`src/rtl/cfbi_pkg.sv`:
```
// package for the csv field boundary indexer
// holds sizes, character codes, register indexes and the job record
// no dependencies
package cfbi_pkg;

    localparam int MAX_COLUMNS   = 32;
    localparam int MAX_ROWS      = 65536;
    localparam int POSITION_BITS = 32;

    localparam int RESULT_CAP = 32;
    localparam int COL_CAP    = (MAX_COLUMNS < RESULT_CAP) ? MAX_COLUMNS : RESULT_CAP;

    localparam int BYTE_W     = 8;
    localparam int COL_W      = 6;
    localparam int ROW_W      = 17;
    localparam int BASE_W     = 22;
    localparam int CELL_W     = 21;
    localparam int POS_OUT_W  = 32;
    localparam int CFG_IDX_W  = 2;
    localparam int CFG_DATA_W = 17;

    localparam logic [COL_W-1:0]  COL_CAP_V = COL_W'(COL_CAP);
    localparam logic [ROW_W-1:0]  ROW_SAT   = '1;
    localparam logic [BYTE_W-1:0] CHAR_CR   = 8'd13;
    localparam logic [BYTE_W-1:0] CHAR_LF   = 8'd10;

    localparam logic [BYTE_W-1:0] SEP_RESET  = 8'd44;
    localparam logic [COL_W-1:0]  COLS_RESET = 6'd1;

    // configuration register indexes
    localparam logic [CFG_IDX_W-1:0] CFG_SEPARATOR = 2'd0;
    localparam logic [CFG_IDX_W-1:0] CFG_COLUMNS   = 2'd1;
    localparam logic [CFG_IDX_W-1:0] CFG_ROWS      = 2'd2;

    // work handed to the sequencer for one byte: a head run and an optional fill run
    typedef struct packed {
        logic [COL_W-1:0]     start_a;
        logic [COL_W-1:0]     end_a;
        logic                 ovf_a;
        logic [POS_OUT_W-1:0] pos_a;
        logic                 fill_b;
        logic [COL_W-1:0]     start_b;
        logic [COL_W-1:0]     cols;
        logic [POS_OUT_W-1:0] pos_b;
        logic [BASE_W-1:0]    base;
    } t_job;

    // reported position is the low bits of the byte counter
    function automatic logic [POS_OUT_W-1:0] pos_out(input logic [POSITION_BITS-1:0] p);
        logic [63:0] t;
        t = 64'(p);
        return t[POS_OUT_W-1:0];
    endfunction

endpackage

```
`src/rtl/cfbi_in_if.sv`:
```
// byte input channel of the csv field boundary indexer
// depends on cfbi_pkg
interface cfbi_in_if import cfbi_pkg::*; ();
    logic              valid;
    logic              ready;
    logic [BYTE_W-1:0] data_byte;
    logic              last_byte;

    modport source (output valid, output data_byte, output last_byte, input ready);
    modport sink   (input valid, input data_byte, input last_byte, output ready);
endinterface

```
`src/rtl/cfbi_out_if.sv`:
```
// result channel of the csv field boundary indexer
// depends on cfbi_pkg
interface cfbi_out_if import cfbi_pkg::*; ();
    logic                 valid;
    logic                 ready;
    logic [CELL_W-1:0]    cell_index;
    logic [POS_OUT_W-1:0] boundary_position;
    logic                 overflow;
    logic                 last_of_run;

    modport source (output valid, output cell_index, output boundary_position,
                    output overflow, output last_of_run, input ready);
    modport sink   (input valid, input cell_index, input boundary_position,
                    input overflow, input last_of_run, output ready);
endinterface

```
`src/rtl/cfbi_seq.sv`:
```
// result sequencer: walks the cells of a job with one shared index adder
// and feeds the output register; depends on cfbi_pkg and cfbi_out_if
module cfbi_seq import cfbi_pkg::*; (
    input  logic        i_clk,
    input  logic        i_rst_n,
    input  logic        i_start,
    input  t_job        i_job,
    output logic        o_idle,
    cfbi_out_if.source  o_cell_ch
);

    localparam logic [1:0] S_IDLE  = 2'd0;
    localparam logic [1:0] S_RUN_A = 2'd1;
    localparam logic [1:0] S_RUN_B = 2'd2;

    logic [1:0]       r_state, n_state;
    logic [COL_W-1:0] r_j, n_j;
    t_job             r_job;

    logic                 r_out_valid, n_out_valid;
    logic [CELL_W-1:0]    r_cell;
    logic [POS_OUT_W-1:0] r_pos;
    logic                 r_ovf;
    logic                 r_last;

    logic              room;
    logic              emit;
    logic              e_last;
    logic [COL_W-1:0]  j_inc;
    logic [BASE_W-1:0] sum;

    // shared index adder
    assign sum   = r_job.base + BASE_W'(r_j);
    assign j_inc = r_j + COL_W'(1);
    assign room  = !r_out_valid || o_cell_ch.ready;

    always_comb begin
        n_state = r_state;
        n_j     = r_j;
        emit    = 1'b0;
        e_last  = 1'b0;
        unique case (r_state)
            S_IDLE: begin
                if (i_start) begin
                    n_state = S_RUN_A;
                    n_j     = i_job.start_a;
                end
            end
            S_RUN_A: begin
                if (r_j >= r_job.end_a) begin
                    n_state = r_job.fill_b ? S_RUN_B : S_IDLE;
                    n_j     = r_job.start_b;
                end else if (room) begin
                    emit   = 1'b1;
                    e_last = (j_inc == r_job.end_a) && !r_job.fill_b;
                    if (j_inc == r_job.end_a) begin
                        n_state = r_job.fill_b ? S_RUN_B : S_IDLE;
                        n_j     = r_job.start_b;
                    end else begin
                        n_j = j_inc;
                    end
                end
            end
            S_RUN_B: begin
                if (r_j >= r_job.cols) begin
                    n_state = S_IDLE;
                end else if (room) begin
                    emit   = 1'b1;
                    e_last = (j_inc == r_job.cols);
                    n_j    = j_inc;
                    if (j_inc == r_job.cols) begin
                        n_state = S_IDLE;
                    end
                end
            end
            default: begin
                n_state = S_IDLE;
            end
        endcase
    end

    always_comb begin
        n_out_valid = r_out_valid;
        if (emit) begin
            n_out_valid = 1'b1;
        end else if (o_cell_ch.ready) begin
            n_out_valid = 1'b0;
        end
    end

    always_ff @(posedge i_clk) begin
        if (!i_rst_n) begin
            r_state     <= S_IDLE;
            r_j         <= '0;
            r_out_valid <= 1'b0;
        end else begin
            r_state     <= n_state;
            r_j         <= n_j;
            r_out_valid <= n_out_valid;
        end
    end

    always_ff @(posedge i_clk) begin
        if (r_state == S_IDLE && i_start) begin
            r_job <= i_job;
        end
        if (emit) begin
            if (r_state == S_RUN_A) begin
                r_cell <= r_job.ovf_a ? '0 : sum[CELL_W-1:0];
                r_pos  <= r_job.pos_a;
                r_ovf  <= r_job.ovf_a;
            end else begin
                r_cell <= sum[CELL_W-1:0];
                r_pos  <= r_job.pos_b;
                r_ovf  <= 1'b0;
            end
            r_last <= e_last;
        end
    end

    assign o_idle                      = (r_state == S_IDLE);
    assign o_cell_ch.valid             = r_out_valid;
    assign o_cell_ch.cell_index        = r_cell;
    assign o_cell_ch.boundary_position = r_pos;
    assign o_cell_ch.overflow          = r_ovf;
    assign o_cell_ch.last_of_run       = r_last;

endmodule

```
`src/rtl/csv_field_boundary_indexer.sv`:
```
// Field boundary indexer for delimited text, one byte per transfer. A byte is
// taken only while the sequencer is idle; the sequencer then emits one result
// per cycle through its single cell-index adder while the output is not stalled,
// and an end-of-file row fill may follow the results of the last byte of a file.
// A new byte may be taken while the last result still waits in the output
// register. Configuration is written through i_cfg_we/i_cfg_idx/i_cfg_data.
// depends on cfbi_pkg, cfbi_in_if, cfbi_out_if and cfbi_seq
module csv_field_boundary_indexer import cfbi_pkg::*; (
    input  logic                  i_clk,
    input  logic                  i_rst_n,
    cfbi_in_if.sink               i_byte_ch,
    cfbi_out_if.source            o_cell_ch,
    input  logic                  i_cfg_we,
    input  logic [CFG_IDX_W-1:0]  i_cfg_idx,
    input  logic [CFG_DATA_W-1:0] i_cfg_data
);

    logic [BYTE_W-1:0] r_sep;
    logic [COL_W-1:0]  r_col_count;
    logic [ROW_W-1:0]  r_row_count;

    logic [POSITION_BITS-1:0] r_cnt;
    logic [ROW_W-1:0]         r_row;
    logic [BASE_W-1:0]        r_base;
    logic [COL_W-1:0]         r_col;
    logic                     r_prev_cr;

    logic [POSITION_BITS-1:0] n_cnt;
    logic [ROW_W-1:0]         n_row;
    logic [BASE_W-1:0]        n_base;
    logic [COL_W-1:0]         n_col;

    logic             seq_idle;
    logic             accept;
    logic [COL_W-1:0] cols;
    logic             in_range;
    logic             is_sep;
    logic             is_le;
    logic             col_ok;
    logic             fill;
    t_job             job;

    assign i_byte_ch.ready = seq_idle;
    assign accept          = i_byte_ch.valid && seq_idle;

    always_comb begin
        if (r_col_count == '0) begin
            cols = COL_W'(1);
        end else if (r_col_count > COL_CAP_V) begin
            cols = COL_CAP_V;
        end else begin
            cols = r_col_count;
        end
    end

    assign in_range = (r_row < r_row_count) && (32'(r_row) < 32'(MAX_ROWS));
    assign is_sep   = (i_byte_ch.data_byte == r_sep);
    assign is_le    = !is_sep && ((i_byte_ch.data_byte == CHAR_CR) ||
                      ((i_byte_ch.data_byte == CHAR_LF) && !r_prev_cr));
    assign col_ok   = (r_col < cols);
    assign n_cnt    = r_cnt + POSITION_BITS'(1);

    always_comb begin
        n_col  = r_col;
        n_row  = r_row;
        n_base = r_base;
        if (is_sep) begin
            if (col_ok) begin
                n_col = r_col + COL_W'(1);
            end
        end else if (is_le) begin
            n_col = '0;
            if (r_row < ROW_SAT) begin
                n_row = r_row + ROW_W'(1);
            end
            if (in_range) begin
                n_base = r_base + BASE_W'(cols);
            end
        end
    end

    // unterminated final row gets padded with the total length
    assign fill = i_byte_ch.last_byte && !is_le && (r_row_count != '0) &&
                  (r_row == r_row_count - ROW_W'(1)) && (32'(r_row) < 32'(MAX_ROWS)) &&
                  (n_col < cols);

    always_comb begin
        job.start_a = '0;
        job.end_a   = '0;
        job.ovf_a   = 1'b0;
        if (is_sep) begin
            job.ovf_a   = !in_range || !col_ok;
            job.start_a = job.ovf_a ? '0 : r_col;
            job.end_a   = job.ovf_a ? COL_W'(1) : r_col + COL_W'(1);
        end else if (is_le) begin
            job.ovf_a   = !in_range;
            job.start_a = job.ovf_a ? '0 : r_col;
            job.end_a   = job.ovf_a ? COL_W'(1) : cols;
        end
        job.pos_a   = pos_out(r_cnt);
        job.fill_b  = fill;
        job.start_b = n_col;
        job.cols    = cols;
        job.pos_b   = pos_out(n_cnt);
        job.base    = r_base;
    end

    always_ff @(posedge i_clk) begin
        if (!i_rst_n) begin
            r_sep       <= SEP_RESET;
            r_col_count <= COLS_RESET;
            r_row_count <= '0;
        end else if (i_cfg_we) begin
            if (i_cfg_idx == CFG_SEPARATOR) begin
                r_sep <= i_cfg_data[BYTE_W-1:0];
            end
            if (i_cfg_idx == CFG_COLUMNS) begin
                r_col_count <= i_cfg_data[COL_W-1:0];
            end
            if (i_cfg_idx == CFG_ROWS) begin
                r_row_count <= i_cfg_data[ROW_W-1:0];
            end
        end
    end

    always_ff @(posedge i_clk) begin
        if (!i_rst_n) begin
            r_cnt     <= '0;
            r_row     <= '0;
            r_base    <= '0;
            r_col     <= '0;
            r_prev_cr <= 1'b0;
        end else if (accept) begin
            if (i_byte_ch.last_byte) begin
                // end of file: back to the start for the next file
                r_cnt     <= '0;
                r_row     <= '0;
                r_base    <= '0;
                r_col     <= '0;
                r_prev_cr <= 1'b0;
            end else begin
                r_cnt     <= n_cnt;
                r_row     <= n_row;
                r_base    <= n_base;
                r_col     <= n_col;
                r_prev_cr <= (i_byte_ch.data_byte == CHAR_CR);
            end
        end
    end

    cfbi_seq u_seq (
        .i_clk     (i_clk),
        .i_rst_n   (i_rst_n),
        .i_start   (accept),
        .i_job     (job),
        .o_idle    (seq_idle),
        .o_cell_ch (o_cell_ch)
    );

endmodule

```
`src/flat_wrapper.sv`:
```
// flat-port wrapper written by rule: the top's interface ports become plain ports
module csv_field_boundary_indexer_flat import cfbi_pkg::*;
  (i_clk, i_rst_n, i_cfg_we, i_cfg_idx, i_cfg_data, i_byte_ch_valid, i_byte_ch_data_byte, i_byte_ch_last_byte, i_byte_ch_ready, o_cell_ch_valid, o_cell_ch_cell_index, o_cell_ch_boundary_position, o_cell_ch_overflow, o_cell_ch_last_of_run, o_cell_ch_ready);
  cfbi_in_if i_byte_ch_i ();
  cfbi_out_if o_cell_ch_i ();
  input  logic i_clk;
  input  logic i_rst_n;
  input  logic i_cfg_we;
  input  logic [CFG_IDX_W-1:0] i_cfg_idx;
  input  logic [CFG_DATA_W-1:0] i_cfg_data;
  input wire logic [$bits(i_byte_ch_i.valid)-1:0] i_byte_ch_valid;
  input wire logic [$bits(i_byte_ch_i.data_byte)-1:0] i_byte_ch_data_byte;
  input wire logic [$bits(i_byte_ch_i.last_byte)-1:0] i_byte_ch_last_byte;
  output wire logic [$bits(i_byte_ch_i.ready)-1:0] i_byte_ch_ready;
  output wire logic [$bits(o_cell_ch_i.valid)-1:0] o_cell_ch_valid;
  output wire logic [$bits(o_cell_ch_i.cell_index)-1:0] o_cell_ch_cell_index;
  output wire logic [$bits(o_cell_ch_i.boundary_position)-1:0] o_cell_ch_boundary_position;
  output wire logic [$bits(o_cell_ch_i.overflow)-1:0] o_cell_ch_overflow;
  output wire logic [$bits(o_cell_ch_i.last_of_run)-1:0] o_cell_ch_last_of_run;
  input wire logic [$bits(o_cell_ch_i.ready)-1:0] o_cell_ch_ready;
  assign i_byte_ch_i.valid = i_byte_ch_valid;
  assign i_byte_ch_i.data_byte = i_byte_ch_data_byte;
  assign i_byte_ch_i.last_byte = i_byte_ch_last_byte;
  assign i_byte_ch_ready = i_byte_ch_i.ready;
  assign o_cell_ch_valid = o_cell_ch_i.valid;
  assign o_cell_ch_cell_index = o_cell_ch_i.cell_index;
  assign o_cell_ch_boundary_position = o_cell_ch_i.boundary_position;
  assign o_cell_ch_overflow = o_cell_ch_i.overflow;
  assign o_cell_ch_last_of_run = o_cell_ch_i.last_of_run;
  assign o_cell_ch_i.ready = o_cell_ch_ready;
  csv_field_boundary_indexer u_core (.i_clk(i_clk), .i_rst_n(i_rst_n), .i_byte_ch(i_byte_ch_i), .o_cell_ch(o_cell_ch_i), .i_cfg_we(i_cfg_we), .i_cfg_idx(i_cfg_idx), .i_cfg_data(i_cfg_data));
endmodule
```
`config.mk`:
```
export PLATFORM = sky130hd
export DESIGN_NAME = csv_field_boundary_indexer_flat
export DESIGN_NICKNAME = d
export VERILOG_FILES = /design/src/rtl/cfbi_pkg.sv /design/src/rtl/cfbi_in_if.sv /design/src/rtl/cfbi_out_if.sv /design/src/rtl/cfbi_seq.sv /design/src/rtl/csv_field_boundary_indexer.sv /design/src/flat_wrapper.sv
export SDC_FILE = /design/constraint.sdc
export NUM_CORES = 1
export LEC_CHECK = 0
export BUFFER_PORTS_ARGS = -buffer_cell sky130_fd_sc_hd__buf_2
export CAP_MARGIN = 20
export CORE_MARGIN = 2
export CORE_UTILIZATION = 61
export DETAILED_ROUTE_END_ITERATION = 8
export PLACE_DENSITY = 0.8
export SLEW_MARGIN = 15
export SYNTH_ARGS = -nofsm -noshare
export SYNTH_HDL_FRONTEND = slang
export SYNTH_SLANG_ARGS = --single-unit
export TNS_END_PERCENT = 30
```
`constraint.sdc`:
```
create_clock -name i_clk -period 6.6 [get_ports i_clk]
set_input_delay 0 -clock i_clk [delete_from_list [all_inputs] [get_ports i_clk]]
set_output_delay 0 -clock i_clk [all_outputs]
set_load 0.005 [all_outputs]
```
; Word-level counts from Yosys, hierarchy flattened
; Cells that the tools add are included.
[totals]
regBits = 278
word_cells = 145
out_inout_bits = 57
in_bits = 33
[classes]
n_addsub = 7
n_reduce_logical = 37
mux = 52
n_lt_le_gt_ge = 8
eq_ne = 18
[op_table]
columns = op, n
row1 = $mux W6, 16
row2 = $mux W22, 4
row3 = $mux W17, 4
row4 = $mux W32, 2
row5 = $mux W21, 2
row6 = $lt A17 B17 Y1 const B, 2
row7 = $add A32 B1 Y32 const B, 1
row8 = $mux W13, 2
row9 = $add A22 B6 Y22, 1
row10 = $add A21 B6 Y21, 1
row11 = $pmux W6 S3, 1
row12 = $add A17 B1 Y17 const B, 1
row13 = $eq A17 B17 Y1, 1
row14 = $lt A17 B17 Y1, 1
row15 = $reduce_bool A17 Y1, 1
row16 = $sub A17 B1 Y17 const B, 1
row17 = $eq A8 B4 Y1 const B, 2
row18 = $mux W2, 8
row19 = $add A6 B1 Y6 const B, 2
row20 = $eq A6 B6 Y1, 2
row21 = $ge A6 B6 Y1, 2
row22 = $lt A6 B6 Y1, 2
row23 = $ne A3 B3 Y1 const B, 4
row24 = $logic_and A1 B1 Y1, 11
row25 = 17 further kinds, 48

; Longest topological paths before layout
; Gate-level depths: netlist of run 1.
[depth]
word_depth = 10
mapped_depth = 17
depth_no_buf = 17

; Cells and area by module
; Synthesis of run 1 repeated with hierarchy kept, for this count alone.
[hier_totals]
hier_cells = 1319
area_unflattened_um2 = 13864.5
[modules_own_cells]
columns = module, cells_each, instances, area_per_inst_um2, seq_area_each_um2
row1 = csv_field_boundary_indexer, 889, 1, 6960.4, 2182.1
row2 = cfbi_seq, 430, 1, 6904.1, 4984.8

; Worst setup path before layout of run 1
; Ideal clock, no wire load.
[synth_path]
path_kind = reg-to-reg
from = reg u_core.u_seq.r_state[0]
to = reg u_core.r_cnt[26]
path_stages_with_launch = 10
path_buffers = 2
path_slack_ns = 1.709
setup_ns = 0.128
t_arrival_ns = 4.763
synth_period_minus_slack_ns = 4.891
required_time_ns = 6.472
cell_sequence = dfxtp_1 > inv_1 > ha_1 > nand2_1 > inv_1 > clkbuf_1 > clkbuf_1 > o21ai_0 > a21oi_1 > nor2_1
[synth_via]
elab_chain_len = 2
[synth_rtl]
columns = item, line_no
row1 = "start, declared", cfbi_seq.sv:16  ; logic [1:0] r_state, n_state;
row2 = "start signal, assigned", cfbi_seq.sv:97  ; r_state <= n_state;
row3 = $logic_not A2 Y1, cfbi_seq.sv:121  ; assign o_idle = (r_state == S_IDLE);
row4 = net i_byte_ch_ready, flat_wrapper.sv:14  ; output wire logic [$bits(i_byte_ch_i.ready)-1:0] i_byte_ch_ready;
row5 = $logic_and A1 B1 Y1, csv_field_boundary_indexer.sv:44  ; assign accept = i_byte_ch.valid && seq_idle;
row6 = net u_core.accept, csv_field_boundary_indexer.sv:34  ; logic accept;
row7 = "end signal, assigned", csv_field_boundary_indexer.sv:142  ; r_cnt <= n_cnt;
row8 = "end, declared", csv_field_boundary_indexer.sv:22  ; logic [POSITION_BITS-1:0] r_cnt;
; The timed path passes the listed nets, and every way through them passes these cells.
; A chain may end at the register's enable or synchronous reset.

==> results of run 1 <==
## worst reg2reg max path, cell delays in order, from the launching register on
cell and delay (ps):
dfxtp_1 320, nor4b_1 340, o2111ai_1 480, a21oi_1 930, a21oi_1 220, a2bb2oi_1 290, inv_1 90, ha_1 290
and4_1 220, a2111oi_0 430, nand4b_1 160, nor3_1 220, o2111ai_1 150, nor4_2 230
## final cells by class
type / instances / area share (%)
clock inverter: 10 / 0.8379
timing repair buffer: 122 / 4.774
inverter: 60 / 1.439
clock buffer: 42 / 5.415
multi-input combinational: 925 / 40.13
tap: 285 / 2.253
sequential: 277 / 45.15
## cell families (layout without fill, tap and decap cells)
group                    after synthesis  after routing  share of synthesized area, %
AO/OA/AOI/OAI                        241            241                         11.24
XOR/XNOR                             101            101                         6.637
adder cells (fa/ha/maj)               62             62                         5.669
buffers and inverters                115            234                         3.319
flip-flops                           277            277                         51.23
multiplexers                          62             62                         4.736
AND/OR/NAND/NOR                      459            459                         17.17
## worst max-delay path by stage
stage                                  end  cells after the start  slack [ps]               startpoint
detailed placement  u_core.u_seq.r_job[66]                     13        2310         u_core.r_prev_cr
finish              u_core.u_seq.r_job[66]                     13        2070         u_core.r_prev_cr
floorplan                 u_core.r_cnt[26]                      9        1710  u_core.u_seq.r_state[0]
global route        u_core.u_seq.r_job[66]                     14        1780         u_core.r_prev_cr
global placement    u_core.u_seq.r_job[66]                     13        2510         u_core.r_prev_cr
CTS                 u_core.u_seq.r_job[66]                     13        2240         u_core.r_prev_cr
## cells in the mapped netlist, types with 13 or more instances
cell	instances	share of area [%]
nand2b_1	16	0.72
edfxtp_1	160	34
nand4_1	20	0.90
nor2_1	117	3.1
and3_1	22	0.99
nor3_1	24	0.86
mux2_2	32	2.6
and4_1	13	0.82
mux2i_1	30	2.2
clkbuf_1	43	1.2
or3_1	18	0.81
inv_1	58	1.6
nand3_1	46	1.7
a22oi_1	22	1.2
ha_1	60	5.4
o21ai_0	48	1.7
a21oi_1	76	2.7
nor4_1	13	0.58
xnor2_1	52	3.3
dfxtp_1	117	17
xor2_1	46	2.9
nand2_1	108	2.9
## layer usage
metal | vias to the layer above | wire [um] | track usage, %
li1 | 5033 | - | -
met1 | 4980 | 13550 | 35.00
met2 | 382 | 14620 | 42.35
met3 | 46 | 1948 | 3.788
met4 | 0 | 473 | 6.116
met5 | - | 0 | 0
## state kept, by name, indices dropped and copies added, names as in the netlist, 8 cells and up
register and count:
u_core.u_seq.o_cell_ch.boundary_position 32, u_core.r_cnt 32, u_core.r_row_count 17, u_core.u_seq.o_cell_ch.cell_index 21, u_core.u_seq.r_job 105, u_core.r_row 17
u_core.r_base 21, u_core.r_sep 8
## metrics by stage
step           utilization, %  hold WS, ps  setup slack (ps)  std cells
3_3_place_gp            64.63        248.3              2506       1644
5_1_grt                 70.13        144.0              1776       1721
2_1_floorplan               -        125.1              1709       1317
3_5_place_dp            64.63        248.7              2305       1644
6_report                70.13        95.71              2071       1721
4_1_cts                 70.13        66.38              2242       1721
## power by group through the flow
| stage | logic [uW] | clock network, uW | registers (uW) |
|---|---|---|---|
| 2_1_floorplan | 710 | 0 | 2290 |
| 3_5_place_dp | 1000 | 0 | 2290 |
| 3_3_place_gp | 973 | 0 | 2280 |
| 4_1_cts | 1020 | 1690 | 2260 |
| 6_report | 1020 | 1670 | 2260 |
| 5_1_grt | 1130 | 1760 | 2290 |
## what timing repair did
action                     CTS  global route
setup endpoints to repair    0             0
resized for setup            0             0
hold buffers                25             0
hold endpoints to repair    39             0
==> reports/results.ini, run 1 <==
[run_status]
status = complete, no violations

[placement]
dp_hpwl_mm = 20.43
place.gp.congestion = 0.9189
dpl_cell_area_um2 = 14590
io_buffer_count = 89

[pwr]
pwr-share-seq_pct = 45.6
p_leak_uw = 0.006102
p_sw_share_pct = 28.10
fin_total_pwr_uw = 4954
p_int_uw = 3561
power.density_nw_per_um2 = 312.9
comb_power_share_pct = 20.6
p_clk_share_pct = 33.7
switchingPower_uw = 1392
vdd_ir_drop_max_uv = 205.7

[critical_path]
crit_slowest_cell = a21oi_1
slowest_delay_ps = 930
r2r_slack_ps = 2070
arrival_ps = 4890
cp_data_required_time_ps = 6970
reg2reg_to = u_core.u_seq.r_job[66]
cp-end-kind = flop
worstSetupStartpointType = flop
cp_top_family = compound AO/OA/AOI/OAI gates
path_max_fanout = 12
r2r_cells = 13
crit_chain = nor4b_1, o2111ai_1, a21oi_1, a21oi_1, a2bb2oi_1, inv_1, ha_1, and4_1, a2111oi_0, nand4b_1, nor3_1, o2111ai_1, nor4_2
reg2reg_from = u_core.r_prev_cr
path_class = reg2reg
path_buf_inv = 1

[logic_synthesis]
ys_seq_area_share_pct = 51.23
syn_area_um2 = 13950
synth_area_per_cell_um2 = 10.59
syn_inst = 1317
synth_edf_count = 160
syn_nets = 1412
synth_top_flop_cell = edfxtp_1
synth_seq_cells = 277
yosysWarnings = 0
synth_cell_types = 78
async_reset_ff_share_pct = 0

[min_path]
hold_path.class = in2reg
holdCritStartpoint = i_byte_ch_valid
hold_path_depth = 4
hold_end = u_core.u_seq.r_state[0]

[drt]
vias = 10440
antenna_left = 0
drt_iter0_markers = 901
drc = 0
viasPerCell = 6.067
wl_mm = 30.59
wl_per_cell_um = 17.77
firstDrtPassIters = 5

[global_route]
grtUsageTotal_pct = 25.27
antenna_found_initial = 0
gr-total-overflow = 0
grt_pass1_wl_mm = 49.51
grt_pass1_vias = 9938
grt_start_max_net_pins = 73

[layout]
regArea_um2 = 7147
drive_above_1_share_pct = 13.58
diodes = 0
multi_input_area_um2 = 6352
nNetsFinal = 1509
fillers = 1601
final_cell_mix = edfxtp_1, dfxtp_1, nor2_1, nand2_1, buf_2
fin_area_um2 = 15830
area_growth_pct = 13.47
layout.cells.most_common = edfxtp_1

[floorplanning]
coreArea_um2 = 22570
die_w_um = 155.2
start_util_pct = 61.80
fp.dieH_um = 155.2
io_pins = 90
fp-row-count = 55
die_area_um2 = 24090

[clocking]
htreeDepth = 1
clk_pin_slew_ps = 70
cts_buffer_depth = 3
cts_buffers = 28
cts_tree = yes
cts-root-buf = clkbuf_16
clock_sinks = 277
clk_latency_ps = 540
postCtsSetupRepairBufs = 0

[run]
max_cap_violations = 0

[timing]
max_slew_margin_pct = 31.72
skew_ps = 9.559
fin_crit_ps = 4529
hold_viol = 0
fmax_ghz = 0.2208
period_share_pct = 68.62
setup_tns_ps = 0
finalMaxSlewViolations = 0
worst_slew_pin_slew_ps = 1024
rsz0062_at_grt = no
setup-violations-final = 0

Power figures use the tool's default switching activity.
==> run 2, diff against run 1 <==
Settings changed: CORE_UTILIZATION 61 to 55, PLACE_DENSITY 0.8 to 0.76.
Clock period 6.6 ns to 3.8 ns, I/O delays scaled along.
==> run 2 against run 1 <==
Sequential power up 74%; clock power up 63%; clock skew up 7.4 ps; count of clock-buffer cells in the layout up 1; first-iteration DRC count down 33%; final area up 1.4%; global-route usage down 2.2 points; setup slack worse by 1900 ps; cell count up 4.0%; power up 71%; combinational power up 79%; flip-flop and latch count unchanged; largest power group unchanged.
==> reports/results.ini, run 2 (synthesis gave the netlist of run 1 again) <==
[critical_path]
path_class = reg2reg
r2r_cells = 16
cp.depth = 16
cp_top_family = simple AND/OR/NAND/NOR gates
cp_common_cell = ha_1
path_buf_inv = 2
path_max_fanout = 5
crit_chain = inv_2, nand2_1, ha_1, nor3_1, o21ai_1, a21oi_2, buf_4, nand3_1, mux2i_2, ha_1, and4_1, a2111oi_2, nand4b_1, nor3_2, o2111ai_2, nor4_2
crit_slowest_cell = a2111oi_2
cp-end-kind = flop
arrival_ps = 4010
slowest_delay_ps = 370
cp_data_required_time_ps = 4160
worstSetupStartpointType = flop
reg2reg_from = u_core.r_col_count[5]
crit_start = u_core.r_col_count[5]

[min_path]
hold_path_depth = 4
holdCritStartpoint = i_cfg_we
hold_path.class = in2reg

[global_route]
gr-total-overflow = 0
grtUsageTotal_pct = 23.12
grt_start_max_net_pins = 81
antenna_found_initial = 1
grt_pass1_vias = 9992
grt_pass1_wl_mm = 49.84

[timing]
worst_slack_ps = 156.2
setup-violations-final = 0
fin_crit_ps = 3644
finalMaxSlewViolations = 0
skew_ps = 16.95
max_slew_margin_pct = 36.47
hold_viol = 0
rsz0062_at_grt = no
worst_slew_pin_slew_ps = 952.9
fmax_ghz = 0.2744
period_share_pct = 95.89

[placement]
dp_hpwl_mm = 21.57
post-place-ws_ps = 2.250
place.gp.congestion = 0.8867
io_buffer_count = 89

[floorplanning]
start_util_pct = 55.72
io_pins = 90
coreArea_um2 = 25040
die_w_um = 163.3
fp-row-count = 58
die_area_um2 = 26650
fp.dieH_um = 163.3

[drt]
antenna_left = 0
wl_per_cell_um = 17.31
drt_iter0_markers = 607
wl_mm = 30.96
firstDrtPassIters = 5
drc = 0
viasPerCell = 5.830
vias = 10430

[run_status]
status = complete, no violations

[layout]
largest_reg_flops = 105
layout.cells.most_common = edfxtp_1
area_growth_pct = 15.01
final_cell_mix = edfxtp_1, dfxtp_1, nor2_1, nand2_1, buf_2
drive_above_1_share_pct = 15.28
diodes = 0
nNetsFinal = 1532
top_register = u_core.u_seq.r_job

[clocking]
postCtsSetupRepairBufs = 0
cts-root-buf = clkbuf_16
clk_pin_slew_ps = 60
clock_sinks = 277
clk_latency_ps = 560
cts_buffer_depth = 3
cts_tree = yes
htreeDepth = 1
cts_buffers = 28

[run]
max_cap_violations = 0

[pwr]
p_leak_uw = 0.006179
power.density_nw_per_um2 = 528.9
vdd_ir_drop_max_uv = 363.5
fin_total_pwr_uw = 8485

run 2: cell types whose count changed in the layout (fill, tap and decap cells not counted), sizes merged:
cell	previous run	this run
buf	97	120
bufinv	3	1
clkinvlp	1	3
clkbuf	42	43
inv	60	59
run 2: per-layer routing:
layer	GRT usage (%)	vias up	share of wire (%)
li1	-	5067	-
met1	28.23	5030	42
met2	42.98	272	51
met3	2.971	58	4.7
met4	5.913	2	2.4
met5	0	-	0.042
run 2: stage by stage:
stage                     cell area [um2]  TNS (ps)  hold slack [ps]  utilization (%)  std cells
after detailed placement            14830         0            248.6            59.23       1712
after global placement              14830         0            239.9            59.23       1712
after floorplan                     13950    -38370            125.1                -       1317
after global routing                16040         0            130.4            64.08       1789
final                               16040         0            86.89            64.08       1789
after CTS                           16010         0            71.02            63.96       1789
run 2: power breakdown:
| group | leakage, uW | internal [uW] | switching (uW) |
|---|---|---|---|
| registers | 0.00249 | 3710 | 213 |
| clock network | 0.000442 | 1570 | 1160 |
| logic | 0.00324 | 745 | 1090 |
run 2: tightest hold or removal path: stages:
cell and delay (ps):
buf_2 120, nand3b_1 290, mux2i_1 120, nor2_1 70
run 2: worst paths after layout:
| kind | slack, ps | endpoint |
|---|---|---|
| worst max-delay path | 160 | u_core.u_seq.r_job[66] |
| worst min register to register | 470 | u_core.u_seq.r_job[4] |
| worst min-delay path | 90 | u_core.r_col_count[5] |
| worst max register to register | 160 | u_core.u_seq.r_job[66] |
run 2: layout make-up:
class / count / area [um2]
Inverter: 60 / 227.7
Tap cell: 330 / 412.9
Fill cell: 1976 / 8994
Timing Repair Buffer: 145 / 940.9
Multi-Input combinational cell: 925 / 6387
Sequential cell: 277 / 7147
Clock buffer: 43 / 827.0
Clock inverter: 9 / 100.1
run 2: repair_timing:
item                       CTS  global route
gates resized for setup      2             9
setup endpoints to repair    1             1
hold endpoints to repair    40             0
hold buffers                25             0
pin swaps                    0             4
==> run 3, diff against run 2 <==
Settings changed: CORE_UTILIZATION 55 to 66, PLACE_DENSITY 0.76 to 0.86.
Clock period 3.8 ns to 4.7 ns, I/O delays scaled along.
==> run 3 against run 2 <==
Cell count decreased by 4.0%; die area fell by 16%; clock skew shrank 4.1 ps.
==> reports/results.ini, run 3 (synthesis gave the netlist of run 1 again) <==
[layout]
largest_reg_flops = 105
final_core_util_pct = 75.84
fillers = 1352
diodes = 0
regArea_um2 = 7147
nNetsFinal = 1515
drive_above_1_share_pct = 13.52
layout.cells.most_common = edfxtp_1
final_cell_mix = edfxtp_1, dfxtp_1, nor2_1, nand2_1, buf_2
area_growth_pct = 13.57
multi_input_area_um2 = 6350
top_register = u_core.u_seq.r_job

[timing]
period_share_pct = 89.02
max_slew_margin_pct = 35.22
worst_slew_pin_slew_ps = 971.7
rsz0062_at_grt = no
skew_ps = 12.86
setup_tns_ps = 0
finalMaxSlewViolations = 0
setup-violations-final = 0
hold_viol = 0
fmax_ghz = 0.2390
fin_crit_ps = 4184

[floorplanning]
fp-row-count = 53
die_area_um2 = 22310
io_pins = 90
start_util_pct = 66.78
die_w_um = 149.4
coreArea_um2 = 20890
fp.dieH_um = 149.4

[clocking]
cts_buffers = 28
clock_sinks = 277
clk_latency_ps = 550
htreeDepth = 1
cts_buffer_depth = 3
ctsResizeCount = 0
cts_tree = yes
postCtsSetupRepairBufs = 0
clk_pin_slew_ps = 60
cts_hold_buf = 26
cts-root-buf = clkbuf_16

[placement]
dp_hpwl_mm = 20.15
io_buffer_count = 89
place.gp.congestion = 0.9304

[global_route]
antenna_found_initial = 0
grt_pass1_wl_mm = 50.65
gr-total-overflow = 0
grtUsageTotal_pct = 28.03
grt_start_max_net_pins = 80
grt_pass1_vias = 10470

[critical_path]
slowest_delay_ps = 510
cp_top_family = compound AO/OA/AOI/OAI gates
cp-end-kind = flop
crit_chain = inv_1, nand2_1, ha_1, a21oi_1, o21ai_0, a21oi_1, a21oi_1, a2bb2oi_1, inv_1, ha_1, nor4b_1, nand2_1, a2111oi_0, nand4b_1, nor3_1, o2111ai_1, nor4_2
arrival_ps = 4560
cp_data_required_time_ps = 5070
cp_common_cell = a21oi_1
worstSetupStartpointType = flop
path_max_fanout = 8
path_buf_inv = 2
crit_slowest_cell = dfxtp_1
path_class = reg2reg

[drt]
wl_per_cell_um = 18.23
vias = 10690
viasPerCell = 6.227
firstDrtPassIters = 5
drt_iter0_markers = 844
wl_mm = 31.31
antenna_left = 0
drc = 0

[run_status]
status = complete, no violations

[pwr]
p_leak_uw = 0.006115
vdd_ir_drop_max_uv = 306.4
pwr-share-seq_pct = 45.7
p_clk_share_pct = 33.5
switchingPower_uw = 1971
comb_power_share_pct = 20.8
p_int_uw = 4992
p_sw_share_pct = 28.31
power.density_nw_per_um2 = 439.5

[min_path]
hold_path.class = in2reg

[run]
max_cap_violations = 0

run 3: cell types whose count changed in the layout (fill, tap and decap cells not counted), sizes merged:
cell,delta
clkinvlp,-2
buf,-18
bufinv,+4
inv,+1
clkinv,+2
clkbuf,-5
dlygate4sd3,+1
run 3: per-layer routing:
| metal | wire, um | track usage [%] | vias up | share of wire, % |
|---|---|---|---|---|
| met5 | 0 | 0 | - | 0 |
| met4 | 1124 | 12.52 | 0 | 3.6 |
| met3 | 2142 | 4.557 | 106 | 6.8 |
| met2 | 15170 | 47.16 | 424 | 48 |
| met1 | 12870 | 35.79 | 5115 | 41 |
| li1 | - | - | 5047 | - |
run 3: tightest hold or removal path, stage by stage:
cell     delay (ps)
buf_2           110
nor3b_1          50
buf_4           180
mux2i_1         120
nor2_1           70
run 3: per-stage QoR:
stage | setup WS, ps | cell area, um2 | hold WS, ps | std cells | total power [uW]
2_1_floorplan | 202.3 | 13950 | 125.1 | 1317 | 4194
3_3_place_gp | 909.0 | 14600 | 242.1 | 1638 | 4553
3_5_place_dp | 532.8 | 14600 | 246.4 | 1638 | 4629
4_1_cts | 592.8 | 15840 | 0.4857 | 1716 | 6976
5_1_grt | 213.6 | 15840 | 41.92 | 1717 | 7263
6_report | 516.3 | 15840 | 19.03 | 1717 | 6963
run 3: power groups by stage:
stage	sequential (uW)	combinational (uW)	clock [uW]
floorplan	3200	997	0
global placement	3200	1350	0
detailed placement	3230	1400	0
CTS	3180	1440	2350
global route	3210	1590	2460
finish	3180	1450	2330
run 3: final cells by class:
class                           count  share of cell area [%]
Clock buffer                       38                   4.786
Clock inverter                     14                   1.343
Inverter                           60                   1.437
Multi-Input combinational cell    925                   40.08
Sequential cell                   277                   45.11
Tap cell                          275                   2.172
Timing Repair Buffer              128                   5.070
run 3: path summary, 6_finish.rpt:
kind,startpoint,to,slack [ps],depth (start not counted)
worst max register to register,u_core.r_col_count[5],u_core.u_seq.r_job[66],520,17
worst min register to register,u_core.r_base[2],u_core.u_seq.r_job[2],480,0
worst min-delay path,i_cfg_idx[0],u_core.r_sep[0],20,5
worst max-delay path,u_core.r_col_count[5],u_core.u_seq.r_job[66],520,17
